**src/rtl/core/pcmmix_pkg.sv**
```systemverilog
package pcmmix_pkg;

	localparam int NUM_CHANNELS_DEF = 8;
	localparam int SAMPLE_DEPTH_DEF = 65536;

	localparam logic [2:0] MODE_WRITE = 3'd0;
	localparam logic [2:0] MODE_START = 3'd1;
	localparam logic [2:0] MODE_STOP  = 3'd2;
	localparam logic [2:0] MODE_VOL   = 3'd3;
	localparam logic [2:0] MODE_RATE  = 3'd4;
	localparam logic [2:0] MODE_TICK  = 3'd5;

	localparam logic [16:0] PHASE_WRAP = 17'd44100;
	localparam logic [15:0] GAIN_DEF   = 16'd10363;

	typedef struct packed {
		logic [15:0] start;
		logic [16:0] length;
		logic [15:0] position;
		logic        finished;
		logic [15:0] phase;
		logic [2:0]  rate_sel;
		logic [15:0] gain;
	} chan_t;

	localparam chan_t CHAN_RESET = '{start: 16'd0, length: 17'd0, position: 16'd0,
		finished: 1'b0, phase: 16'd0, rate_sel: 3'd0, gain: GAIN_DEF};

	localparam logic [16:0] RATE_STEP [5] = '{17'd3900, 17'd5200, 17'd7800, 17'd10400,
		17'd15600};

	localparam logic [7:0] VOL_MAP [16] = '{8'h6B, 8'h6F, 8'h71, 8'h74, 8'h76, 8'h79,
		8'h7B, 8'h7D, 8'h80, 8'h82, 8'h84, 8'h87, 8'h8A, 8'h8C, 8'h8F, 8'h91};

	localparam logic [15:0] GAIN_TABLE [97] = '{
		16'd5, 16'd6, 16'd6, 16'd7, 16'd7, 16'd8, 16'd9, 16'd10, 16'd10, 16'd11, 16'd12,
		16'd14, 16'd15, 16'd16, 16'd18, 16'd20, 16'd21, 16'd23, 16'd25, 16'd29, 16'd31,
		16'd33, 16'd37, 16'd41, 16'd46, 16'd50, 16'd54, 16'd60, 16'd66, 16'd72, 16'd80,
		16'd89, 16'd97, 16'd107, 16'd117, 16'd130, 16'd142, 16'd156, 16'd173, 16'd189,
		16'd205, 16'd226, 16'd246, 16'd267, 16'd308, 16'd328, 16'd369, 16'd410, 16'd431,
		16'd492, 16'd533, 16'd594, 16'd656, 16'd717, 16'd799, 16'd861, 16'd963, 16'd1045,
		16'd1147, 16'd1270, 16'd1393, 16'd1536, 16'd1700, 16'd1864, 16'd2048, 16'd2253,
		16'd2479, 16'd2724, 16'd2991, 16'd3298, 16'd3625, 16'd3994, 16'd4383, 16'd4834,
		16'd5325, 16'd5837, 16'd6431, 16'd7087, 16'd7783, 16'd8561, 16'd9442, 16'd10363,
		16'd11387, 16'd12555, 16'd13824, 16'd15217, 16'd16733, 16'd18371, 16'd20255,
		16'd22221, 16'd24454, 16'd26932, 16'd29696, 16'd32768, 16'd36127, 16'd39732,
		16'd43541};

	function automatic logic [15:0] gain_of(input logic [7:0] code);
		logic [15:0] g;
		g = 16'd0;
		if (code <= 8'd15) begin
			g = GAIN_TABLE[7'(VOL_MAP[code[3:0]] - 8'h40)];
		end else if (code >= 8'h40 && code <= 8'hA0) begin
			g = GAIN_TABLE[7'(code - 8'h40)];
		end
		return g;
	endfunction

	function automatic logic [2:0] rate_sel_of(input logic [7:0] idx);
		return (idx < 8'd5) ? idx[2:0] : 3'd2;
	endfunction

	function automatic logic [16:0] rate_step_of(input logic [2:0] sel);
		return (sel > 3'd4) ? RATE_STEP[2] : RATE_STEP[sel];
	endfunction

endpackage

```
**src/rtl/core/pcmmix_scale.sv**
```systemverilog
module pcmmix_scale import pcmmix_pkg::*; (
	input  logic               clk,
	input  logic               en,
	input  logic               act,
	input  logic signed [15:0] sample,
	input  logic [15:0]        gain,
	output logic signed [15:0] value
);
	logic signed [32:0] prod_s1;
	logic               act_s1;
	logic signed [32:0] biased;
	logic signed [32:0] quot;

	always_ff @(posedge clk) begin
		if (en) begin
			prod_s1 <= $signed({1'b0, gain}) * sample;
			act_s1  <= act;
		end
	end

	// gain*s*16/32768 truncated toward zero is gain*s/2048, then times four.
	always_comb begin
		biased = prod_s1 + (prod_s1[32] ? 33'sd2047 : 33'sd0);
		quot   = biased >>> 11;
		if (!act_s1) begin
			value = 16'sd0;
		end else if (quot > 33'sd8191) begin
			value = 16'sd32767;
		end else if (quot < -33'sd8191) begin
			value = -16'sd32767;
		end else begin
			value = {quot[13:0], 2'b00};
		end
	end
endmodule

```
**config.mk**
```make
export PLATFORM = sky130hd
export DESIGN_NAME = pcmmix_scale
export DESIGN_NICKNAME = d
export VERILOG_FILES = /design/src/rtl/core/pcmmix_pkg.sv /design/src/rtl/core/pcmmix_scale.sv
export SDC_FILE = /design/constraint.sdc
export NUM_CORES = 1
export LEC_CHECK = 0
export ABC_AREA = 1
export BUFFER_PORTS_ARGS = -buffer_cell sky130_fd_sc_hd__buf_2
export CAP_MARGIN = 10
export CORE_UTILIZATION = 62
export DETAILED_ROUTE_END_ITERATION = 7
export GPL_TIMING_DRIVEN = 1
export PLACE_DENSITY = 0.8
export SLEW_MARGIN = 5
export SYNTH_ARGS = -nofsm -noshare
export SYNTH_HDL_FRONTEND = slang
export SYNTH_SLANG_ARGS = --single-unit
```
**constraint.sdc**
```tcl
create_clock -name clk -period 7.8 [get_ports clk]
set_input_delay 0.39 -clock clk [delete_from_list [all_inputs] [get_ports clk]]
set_output_delay 0.39 -clock clk [all_outputs]
set_load 0.005 [all_outputs]
```
==> flow_summary.yaml <==
sta:
  tightest_slew_ns: 0.777
  setup_viol: 0
  rsz0062_at_grt: "no"
  max_freq_mhz: 171
  min_period_over_period: 0.752
  hold_viol: 0
  slew_viol_final: 0
  fin_tns_setup_ns: 0
  slew_headroom: 0.482
  fin_crit_ns: 5.86
clock_tree:
  htreeDepth: 2
  cts_tree: "built"
  hold_buffers: 0
  post-cts-setup-buffers: 0
  clockBufferDepth: 2
  cts_buffers: 5
  cts_root_buffer: "clkbuf_16"
  cts_sinks: 34
  cts-resized-gates: 0
  clkSlewWorstSetupHoldPaths_ns: 0.05
global_routing:
  grt_usage: 0.310
  grt_pass1_wl_mm: 48.1
  grt_pass1_vias: 10300
  antenna_found_initial: 0
  overflow: 0
  grt_max_degree: 35
critical_path:
  start_kind: "input pin"
  endpoint_kind: "register"
  worst-path-buf-inv: 7
  path_delay_family: "adder cells"
  crit_path_max_fanout: 16
  crit_chain: "buf_2 > nand2_1 > fa_1 > inv_1 > fa_1 > inv_1 > fa_1 > inv_1 > fa_1 > fa_1 > inv_1 > fa_1 > inv_1 > ha_1 > nand2_1 > inv_1 > nand3_1 > nor2_1 > nand4_1 > nand3_1 > a21o_1 > a21oi_1 > xnor2_1"
  max_stage_delay_ns: 0.55
  crit_required_ns: 7.83
  critical_path_class: "input pin to register"
  critPathSlowestCell: "fa_1"
  worstPathArrival_ns: 5.90
finish:
  synthToLayoutAreaGrowth_pct: 3.77
  nNetsFinal: 1968
  drive_gt1_frac: 0.0448
  fin_area_um2: 12200
  final_util: 0.667
  diodes: 0
flow_run:
  cap_violations: 0
logic_synthesis:
  yosysTopAreaCell: "fa_1"
  synthCells: 1609
  syn_nets: 1970
  synth_edf_count: 34
  synth-main-ff-cell: "edfxtp_1"
  synth_seq_cells: 34
  netlist_area_um2: 11700
  async_flop_share: 0
  synth_cell_types: 33
  netlist.area_leader.share: 0.331
  synth-seq-area-share: 0.0869
  yosysWarnings: 0
  syn_avg_cell_area_um2: 7.30
  synthTopCellsByArea: "fa_1 33%, nand2_1 15%, inv_1 14%"
floorplan:
  core-area_um2: 18300
  die_y_um: 140
  die_x_um: 140
  start_util: 0.643
  die-area_um2: 19500
  std_cell_rows: 49
  io_pins: 51
route:
  vias: 9758
  dr.max_layer_used: "met4"
  viasPerCell: 5.31
  wl_met3_mm: 2.00
  wl_per_cell_um: 15.0
  drc: 0
  drt_iter0_drc: 673
  wl_met1_mm: 11.5
  postRouteAntennaNets: 0
  drt-total-wl_mm: 27.6
  dr_wl_met2_mm: 13.5
  drt_first_pass_iters: 5
place:
  io_buffers: 50
  dp_hpwl_mm: 22.9
  placed_cell_area_um2: 12000
  gp_congestion: 0.919
hold_path:
  worstHoldPathType: "input pin to register"
status:
  outcome: "complete, no violations"
==> worst paths after layout <==
path	from	end	slack [ns]	cells after the start
setup / recovery	gain[7]	prod_s1[27]	1.94	23
hold / removal	act	act_s1	0.29	1
==> sequential cells by signal (all words and copies together) (netlist names) <==
register,count
prod_s1,33
act_s1,1
==> synth_stat cells (3+ instances only) <==
cell	number
fa_1	194
nor2_1	74
a21oi_1	40
nand3_1	52
or2_2	7
nand4_1	11
inv_1	452
xor2_1	25
o21ai_0	15
clkbuf_1	57
ha_1	132
nand2_1	465
a31oi_1	3
a21o_1	8
o21a_1	3
nor3_1	5
edfxtp_1	34
xnor2_1	10
nand2_2	3
==> per-stage QoR <==
step | std cells | setup slack (ns) | hold WS (ns)
2_1_floorplan | 1609 | 1.94 | 0.489
3_3_place_gp | 1829 | 1.82 | 0.568
3_5_place_dp | 1829 | 1.73 | 0.577
4_1_cts | 1837 | 2.02 | 0.285
5_1_grt | 1837 | 1.55 | 0.286
6_report | 1837 | 1.94 | 0.288
==> placed cells by master (no fill, tap or decap), types with 2 or more instances in the layout <==
cell,count
or2_2,7
a21oi_1,40
edfxtp_1,34
a21o_1,8
xnor2_1,10
o21a_1,3
fa_1,194
clkbuf_16,5
a221oi_1,2
o21bai_1,2
nand2_2,3
nor2_1,74
nor2_2,2
nor3_1,5
nand3_1,52
nand4_1,11
xor2_1,25
nor3b_1,2
nand2_1,465
o21ai_0,15
a31oi_1,3
ha_1,132
buf_2,50
inv_1,452
==> per-layer routing <==
metal  vias up  global-route usage
met2       367               0.545
met1      4681               0.408
met3        46              0.0375
met5         -                   0
met4         0              0.0735
li1       4664                   -
==> area by class of cell <==
class	count	area, µm²
Multi-Input combinational cell	1064	8790
Fill cell	1578	6080
Inverter	452	1700
Sequential cell	34	1020
Tap cell	229	287
Timing Repair Buffer	50	250
Clock buffer	6	129
Clock inverter	2	13.8
==> kinds of logic after synthesis <==
| logic type | after synthesis | synth area share |
|---|---|---|
| buf+inv | 511 | 0.165 |
| flops | 34 | 0.0869 |
| compound gates | 76 | 0.0367 |
| fa+ha+maj | 326 | 0.471 |
| simple gates | 627 | 0.215 |
| xor+xnor | 35 | 0.0261 |
Power is left out: the tool's default activity adds up to more than one toggle a clock period on the data nets, which glitch-free logic cannot reach.
