### config.mk
export PLATFORM = sky130hd
export DESIGN_NAME = pcmmix_chmem
export DESIGN_NICKNAME = d
export VERILOG_FILES = /design/src/rtl/core/pcmmix_pkg.sv /design/src/rtl/core/pcmmix_chmem.sv
export SDC_FILE = /design/constraint.sdc
export NUM_CORES = 1
export LEC_CHECK = 0
export BUFFER_PORTS_ARGS = -buffer_cell sky130_fd_sc_hd__buf_2
export CAP_MARGIN = 10
export CORE_UTILIZATION = 54
export CTS_BUF_LIST = sky130_fd_sc_hd__clkbuf_4 sky130_fd_sc_hd__clkbuf_8 sky130_fd_sc_hd__clkbuf_16
export DETAILED_ROUTE_END_ITERATION = 10
export PLACE_DENSITY = 0.75
export SLEW_MARGIN = 20
export SYNTH_ARGS = -nofsm -noshare
export SYNTH_HDL_FRONTEND = slang
export SYNTH_SLANG_ARGS = --single-unit
### constraint.sdc
create_clock -name clk -period 1.18 [get_ports clk]
set_input_delay 0.236 -clock clk [delete_from_list [all_inputs] [get_ports clk]]
set_output_delay 0.236 -clock clk [all_outputs]
set_load 0.02 [all_outputs]
### src/rtl/core/pcmmix_pkg.sv
package pcmmix_pkg;

	localparam int NUM_CHANNELS_DEF = 8;
	localparam int SAMPLE_DEPTH_DEF = 65536;

	localparam logic [2:0] MODE_WRITE = 3'd0;
	localparam logic [2:0] MODE_START = 3'd1;
	localparam logic [2:0] MODE_STOP  = 3'd2;
	localparam logic [2:0] MODE_VOL   = 3'd3;
	localparam logic [2:0] MODE_RATE  = 3'd4;
	localparam logic [2:0] MODE_TICK  = 3'd5;

	localparam logic [16:0] PHASE_WRAP = 17'd44100;
	localparam logic [15:0] GAIN_DEF   = 16'd10363;

	typedef struct packed {
		logic [15:0] start;
		logic [16:0] length;
		logic [15:0] position;
		logic        finished;
		logic [15:0] phase;
		logic [2:0]  rate_sel;
		logic [15:0] gain;
	} chan_t;

	localparam chan_t CHAN_RESET = '{start: 16'd0, length: 17'd0, position: 16'd0,
		finished: 1'b0, phase: 16'd0, rate_sel: 3'd0, gain: GAIN_DEF};

	localparam logic [16:0] RATE_STEP [5] = '{17'd3900, 17'd5200, 17'd7800, 17'd10400,
		17'd15600};

	localparam logic [7:0] VOL_MAP [16] = '{8'h6B, 8'h6F, 8'h71, 8'h74, 8'h76, 8'h79,
		8'h7B, 8'h7D, 8'h80, 8'h82, 8'h84, 8'h87, 8'h8A, 8'h8C, 8'h8F, 8'h91};

	localparam logic [15:0] GAIN_TABLE [97] = '{
		16'd5, 16'd6, 16'd6, 16'd7, 16'd7, 16'd8, 16'd9, 16'd10, 16'd10, 16'd11, 16'd12,
		16'd14, 16'd15, 16'd16, 16'd18, 16'd20, 16'd21, 16'd23, 16'd25, 16'd29, 16'd31,
		16'd33, 16'd37, 16'd41, 16'd46, 16'd50, 16'd54, 16'd60, 16'd66, 16'd72, 16'd80,
		16'd89, 16'd97, 16'd107, 16'd117, 16'd130, 16'd142, 16'd156, 16'd173, 16'd189,
		16'd205, 16'd226, 16'd246, 16'd267, 16'd308, 16'd328, 16'd369, 16'd410, 16'd431,
		16'd492, 16'd533, 16'd594, 16'd656, 16'd717, 16'd799, 16'd861, 16'd963, 16'd1045,
		16'd1147, 16'd1270, 16'd1393, 16'd1536, 16'd1700, 16'd1864, 16'd2048, 16'd2253,
		16'd2479, 16'd2724, 16'd2991, 16'd3298, 16'd3625, 16'd3994, 16'd4383, 16'd4834,
		16'd5325, 16'd5837, 16'd6431, 16'd7087, 16'd7783, 16'd8561, 16'd9442, 16'd10363,
		16'd11387, 16'd12555, 16'd13824, 16'd15217, 16'd16733, 16'd18371, 16'd20255,
		16'd22221, 16'd24454, 16'd26932, 16'd29696, 16'd32768, 16'd36127, 16'd39732,
		16'd43541};

	function automatic logic [15:0] gain_of(input logic [7:0] code);
		logic [15:0] g;
		g = 16'd0;
		if (code <= 8'd15) begin
			g = GAIN_TABLE[7'(VOL_MAP[code[3:0]] - 8'h40)];
		end else if (code >= 8'h40 && code <= 8'hA0) begin
			g = GAIN_TABLE[7'(code - 8'h40)];
		end
		return g;
	endfunction

	function automatic logic [2:0] rate_sel_of(input logic [7:0] idx);
		return (idx < 8'd5) ? idx[2:0] : 3'd2;
	endfunction

	function automatic logic [16:0] rate_step_of(input logic [2:0] sel);
		return (sel > 3'd4) ? RATE_STEP[2] : RATE_STEP[sel];
	endfunction

endpackage

### src/rtl/core/pcmmix_chmem.sv
module pcmmix_chmem import pcmmix_pkg::*; #(
	parameter int NUM_CHANNELS = NUM_CHANNELS_DEF,
	localparam int CW = (NUM_CHANNELS > 1) ? $clog2(NUM_CHANNELS) : 1
) (
	input  logic          clk,
	input  logic          arst_n,
	input  logic          wr_en,
	input  logic [CW-1:0] wr_addr,
	input  chan_t         wr_data,
	input  logic [CW-1:0] rd_addr,
	output chan_t         rd_data
);
	chan_t                   mem [NUM_CHANNELS];
	logic [NUM_CHANNELS-1:0] vld_q;
	chan_t                   rd_raw_q;
	logic                    rd_vld_q;

	always_ff @(posedge clk) begin
		if (wr_en) begin
			mem[wr_addr] <= wr_data;
		end
		rd_raw_q <= mem[rd_addr];
	end

	// An entry never written reads as its reset contents.
	always_ff @(posedge clk or negedge arst_n) begin
		if (!arst_n) begin
			vld_q    <= '0;
			rd_vld_q <= 1'b0;
		end else begin
			if (wr_en) begin
				vld_q[wr_addr] <= 1'b1;
			end
			rd_vld_q <= vld_q[rd_addr];
		end
	end

	assign rd_data = rd_vld_q ? rd_raw_q : CHAN_RESET;
endmodule

==> results of run 1 <==
## path summary, 6_finish.rpt
| check | slack (ns) | endpoint | cells after the start | start |
|---|---|---|---|---|
| max in group asynchronous | 0.88 | rd_vld_q | 2 | arst_n |
| setup / recovery | -0.78 | rd_data[66] | 4 | rd_vld_q |
| hold / removal | 0.04 | vld_q[7] | 3 | wr_en |
| min in group asynchronous | 0.08 | vld_q[7] | 2 | arst_n |
| hold reg to reg | 0.47 | vld_q[2] | 1 | vld_q[2] |
| setup reg to reg | -0.12 | rd_raw_q[4] | 2 | mem[5][4] |
## layout make-up
cell class	instances	area [um^2]
multi-input cells	361	6060
clock buffers	107	2260
fillers	2938	15700
repair buffers	422	4230
well taps	680	851
clock inverters	32	359
flip-flops and latches	774	22400
inverters	3	11.3
diodes	3	7.51
## registers in the layout, indices dropped and copies added, names as in the netlist
name,count
vld_q,8
rd_raw_q,85
mem,680
rd_vld_q,1
## worst max-delay path, delay by kind of cell, from the launching register on
family / cells / cell delay (ns)
buf+inv: 3 / 0.45
simple gates: 1 / 0.16
flops: 1 / 0.50
## routing by layer
layer	global-route usage, %	vias to the layer above
li1	-	5839
met1	32.9	7193
met4	6.74	8
met3	4.02	83
met2	36.3	512
met5	0	-
## report_power, final
| group | internal (W) | switching (W) | leakage (nW) |
|---|---|---|---|
| Clock | 0.0149 | 0.00989 | 1.31 |
| Sequential | 0.0309 | 0.000355 | 6.98 |
| Combinational | 0.00289 | 0.00251 | 4.47 |
## layout by cell type, fill, tap and decap left out, types with 3 or more instances in the layout
cell type / instances
a41o_1: 4
and2_1: 40
and2_4: 35
buf_12: 79
buf_2: 130
buf_4: 83
buf_6: 42
bufinv_16: 7
clkbuf_16: 79
clkbuf_4: 17
clkbuf_8: 11
clkinv_1: 9
clkinv_2: 10
dfrtp_1: 8
dfxtp_1: 85
diode_2: 3
dlygate4sd3_1: 86
edfxtp_1: 680
inv_1: 3
mux2_4: 84
mux4_2: 172
nand2b_1: 3
nand2b_4: 5
nor3_4: 3
or2_2: 3
## what timing repair did
item | 4_1_cts | 5_1_grt
resized for setup | 126 | 13
endpoints found under the hold margin | 689 | 0
cloned | 1 | 0
endpoints found under the setup margin | 171 | 171
pin swaps | 0 | 0
hold buffers | 86 | 0
buffers inserted | 4 | 2
## cells by family after synthesis
kind of cell | synth area share [%]
AO/OA/AOI/OAI | 0.166
multiplexers | 18.0
AND/OR/NAND/NOR | 2.15
buffers and inverters | 1.47
flip-flops | 78.2
## metrics by stage
stage	std cells	hold slack [ns]	power (W)
6_report	2382	0.0378	0.0615
5_1_grt	2381	0.0507	0.0632
4_1_cts	2377	0.0111	0.0618
3_5_place_dp	2147	0.102	0.0364
3_3_place_gp	2147	0.101	0.0363
2_1_floorplan	1198	-0.0596	0.0345
==> results.json, run 1 <==
{
  "worstSkewPairLatency_ns": 0.61,
  "grt_pass1_vias": 14400,
  "yosys-top-cells-area": "edfxtp_1 71%, mux4_2 14%, dfxtp_1 6.0%",
  "p_per_area_nw_per_um2": 1700,
  "synthArstFlopShare_pct": 1.16,
  "hpwl_um": 36300,
  "ctsHtreeMaxLevel": 3,
  "synth_edf_count": 680,
  "die-height_um": 232,
  "first_pass_iters": 5,
  "clk_pin_slew_ns": 0.06,
  "gp_congestion": 0.751,
  "rows": 83,
  "final_util_pct": 69.7,
  "worstSetupPathType": "register to primary output",
  "io_buffers": 178,
  "drcViolationCount": 0,
  "end_kind": "primary output",
  "critical_path_arrival_ns": 1.73,
  "fin_nets": 1732,
  "numClockSinks": 774,
  "wl_met1_um": 25600,
  "setup_viol": 171,
  "setup_ws_ns": -0.785,
  "netlist_top_cells_count": "680 x edfxtp_1, 172 x mux4_2, 85 x dfxtp_1, 80 x mux2_4, 77 x and2_1",
  "top_layer": "met5",
  "dr_wl_met3_um": 3750,
  "period_needed_ns": 1.96,
  "fin_crit_sh_pct": 167,
  "via_per_inst": 5.72,
  "min_path_type": "input pin to register",
  "start_kind": "register",
  "numCtsBuffers": 76,
  "outcome": "complete, but fails checks",
  "grt_pass1_wl_um": 89600,
  "ys_ff_latch": 774,
  "grt_antenna_before_repair": 6,
  "slew_headroom_pct": 76.6,
  "critPathSlowestCell": "dfrtp_4",
  "final_hold_viol_count": 0,
  "cts_tree": "done",
  "stdcell_area_um2": 36100,
  "finalSetupTns_ns": -68.11,
  "synth.most_common_cell": "edfxtp_1",
  "path_cells": "buf_12, buf_12, and2_4, buf_4",
  "drt_first_iter_violations": 1252,
  "synth_fp_nets": 1292,
  "ant_nets": 0,
  "violations": "setup timing",
  "dr_wl_met2_um": 29200,
  "crit_top_cell": "buf_12",
  "vias": 13600,
  "synth_top_area_cell": "edfxtp_1",
  "area_growth_pct": 26.5,
  "die-area_um2": 53800,
  "layout-drive-gt1-share_pct": 45.9,
  "yosys.area.top_type_share_pct": 71.5,
  "drv_slew": 0,
  "p_leak_nw": 12.7,
  "placed_area_um2": 32100,
  "cts_root_buffer": "clkbuf_16",
  "clk_path_buf_depth": 3,
  "grt_setup_unrepaired": "true",
  "die_x_um": 232,
  "synthCells": 1198,
  "max_stage_delay_ns": 0.50,
  "synth_ff_type": "edfxtp_1",
  "avgSynthCellArea_um2": 23.8,
  "wl_um": 59500,
  "ir_drop_mv": 1.37,
  "grt_max_degree": 37,
  "worstPathRequired_ns": 0.94,
  "fp.coreArea_um2": 51800,
  "io_pins": 179,
  "ys_types": 23,
  "start_util_pct": 55.1,
  "grt-ovfl-total": 0,
  "drt-wirelength-per-cell_um": 25.0,
  "skew_ns": 0.0201,
  "post-place-ws_ns": -0.478,
  "fmax_ghz": 0.509,
  "yosys_warnings": 0,
  "netlist_area_um2": 28600,
  "drv_cap": 0,
  "grt_use_total_pct": 22.9,
  "worst_pin_slew_ns": 0.351,
  "ys_seq_area_share_pct": 78.2,
  "path_max_fanout": 25
}
Note: power is estimated with default switching activity, not from simulation.
==> run 2: changes to the inputs <==
Clock period 1.18 ns to 1.8 ns, I/O delays scaled along.
==> run 2 against run 1 <==
Net effect:
- the run still ends with setup timing left
- register-to-register slack better by 0.59 ns
- final cell count decreased by 5.6%
- total power shrank 36%
- critical endpoint is now rd_data[40]
- non-clock buffer count down 135
- clock skew fell by 0.0065 ns
- sequential power down 35%
- first-iteration DRC count down 3.9%
==> results.json, run 2 (synthesized netlist as in run 1, its figures left out) <==
{
  "drt_first_iter_violations": 1203,
  "wl_um": 58700,
  "drcViolationCount": 0,
  "sw_frac_of_total_pct": 20.9,
  "placed_area_um2": 31500,
  "critical_path_arrival_ns": 1.75,
  "rows": 83,
  "area_growth_pct": 21.5,
  "p_per_area_nw_per_um2": 1130,
  "final_common_cell": "edfxtp_1",
  "first_pass_iters": 6,
  "drv_slew": 0,
  "numCtsBuffers": 77,
  "grt_pass1_vias": 13800,
  "gp_congestion": 0.776,
  "io_pins": 179,
  "cts_tree": "done",
  "clk_path_buf_depth": 3,
  "start_util_pct": 55.1,
  "hpwl_um": 34400,
  "cts_root_buffer": "clkbuf_16",
  "outcome": "complete, but fails checks",
  "layout_common_cells": "680 x edfxtp_1, 172 x mux4_2, 115 x buf_2, 85 x dfxtp_1, 84 x clkbuf_16",
  "min_path_type": "input pin to register",
  "dp.cells": 2092,
  "slew_headroom_pct": 74.6,
  "final_cells": 2249,
  "die_x_um": 232,
  "fin_crit_sh_pct": 117,
  "worstSetupPathType": "register to primary output",
  "clk_pin_slew_ns": 0.06,
  "period_needed_ns": 2.11,
  "rrSetupSlack_ns": 0.47,
  "worstSkewPairLatency_ns": 0.60,
  "violations": "setup timing",
  "setup_ws_ns": -0.309,
  "power_frac_clock_pct": 39.4,
  "internal_power_w": 0.0311,
  "final_util_pct": 67.0,
  "path_cells": "buf_12, clkbuf_16, and2_4, buf_6",
  "grt_antenna_before_repair": 12,
  "worst_pin_slew_ns": 0.382,
  "grt_use_total_pct": 22.0,
  "max_stage_delay_ns": 0.51,
  "worstPathRequired_ns": 1.44,
  "fp.coreArea_um2": 51800,
  "stdcell_area_um2": 34700,
  "start_kind": "register",
  "largest-register": "mem",
  "io_buffers": 178,
  "layout-drive-gt1-share_pct": 47.0,
  "end_kind": "primary output",
  "seq_power_share_pct": 52.0,
  "numClockSinks": 774,
  "drv_cap": 0,
  "ant_nets": 0,
  "ctsHtreeMaxLevel": 3,
  "fmax_ghz": 0.474,
  "die-area_um2": 53800,
  "grt_setup_unrepaired": "true",
  "path_max_fanout": 8,
  "die-height_um": 232,
  "ir_drop_mv": 0.802,
  "skew_ns": 0.0136,
  "grt_pass1_wl_um": 86000,
  "final_hold_viol_count": 0,
  "hold_slack_ns": 0.0304,
  "critPathSlowestCell": "dfrtp_4",
  "p_leak_nw": 12.1,
  "reg.largest.list": "mem: 680 flops, rd_raw_q: 85 flops, vld_q: 8 flops",
  "grt_max_degree": 52,
  "grt-ovfl-total": 0,
  "largest_reg_flops": 680,
  "combPwrFrac_pct": 8.6,
  "via_per_inst": 5.80,
  "drt-wirelength-per-cell_um": 26.1,
  "vias": 13100,
  "p_sw_w": 0.00824,
  "fin_nets": 1598,
  "setup_viol": 85
}
==> run 2: cell types whose count changed in the layout (fill, tap and decap cells not counted), moves of 8 or more <==
cell	previous run	this run
buf_2	130	115
buf_12	79	64
dlygate4sd3_1	86	3
buf_4	83	50
buf_6	42	51
and2_1	40	32
and2_4	35	45
==> run 2: worst paths after layout <==
| kind | cells past startpoint | start | endpoint |
|---|---|---|---|
| max | 4 | rd_vld_q | rd_data[40] |
| min | 1 | wr_data[18] | mem[4][18] |
| max reg2reg | 2 | mem[2][36] | rd_raw_q[36] |
| min reg2reg | 1 | vld_q[4] | vld_q[4] |
| max in group asynchronous | 2 | arst_n | rd_vld_q |
| min in group asynchronous | 2 | arst_n | vld_q[0] |
==> run 2: layout make-up <==
| cell class | instances | area (um^2) |
|---|---|---|
| fillers | 3132 | 17100 |
| inverters | 3 | 11.3 |
| diodes | 4 | 10.0 |
| well taps | 680 | 851 |
| clock inverters | 31 | 205 |
| clock buffers | 109 | 2270 |
| repair buffers | 287 | 2930 |
| flip-flops and latches | 774 | 22400 |
| multi-input cells | 361 | 6070 |
==> run 2: what timing repair did <==
action | in CTS | in global routing
gates resized for setup | 41 | 124
hold buffers | 3 | 0
endpoints found under the setup margin | 85 | 85
gates cloned | 0 | 5
hold endpoints to repair | 21 | 0
setup buffers | 1 | 4
==> run 2: per-layer routing <==
metal  routed length (um)  global-route usage, %
met3                 4390                   5.33
met4                  976                   5.96
met2                28900                   34.6
met1                24300                   31.2
met5                  107                      0
==> run 2: metrics by stage <==
step	power (W)	setup WS, ns	setup TNS, ns
floorplan	0.0226	-2.01	-1018.84
global placement	0.0237	0.0175	0
detailed placement	0.0238	-0.0383	-2.33
CTS	0.0393	-0.342	-22.70
global route	0.0406	-0.347	-26.12
finish	0.0394	-0.309	-22.98
==> run 2: power groups by stage <==
stage / logic, W / registers [W] / clock network, W
final: 0.00338 / 0.0205 / 0.0155
after global routing: 0.00357 / 0.0205 / 0.0165
after CTS: 0.00307 / 0.0205 / 0.0157
after detailed placement: 0.00294 / 0.0209 / 0
after global placement: 0.00289 / 0.0208 / 0
after floorplan: 0.00183 / 0.0208 / 0
==> run 2: worst max-delay path: cells and delay by family (launching register included) <==
kind / cells / cell delay, ns
flops: 1 / 0.51
buf+inv: 3 / 0.47
simple gates: 1 / 0.15
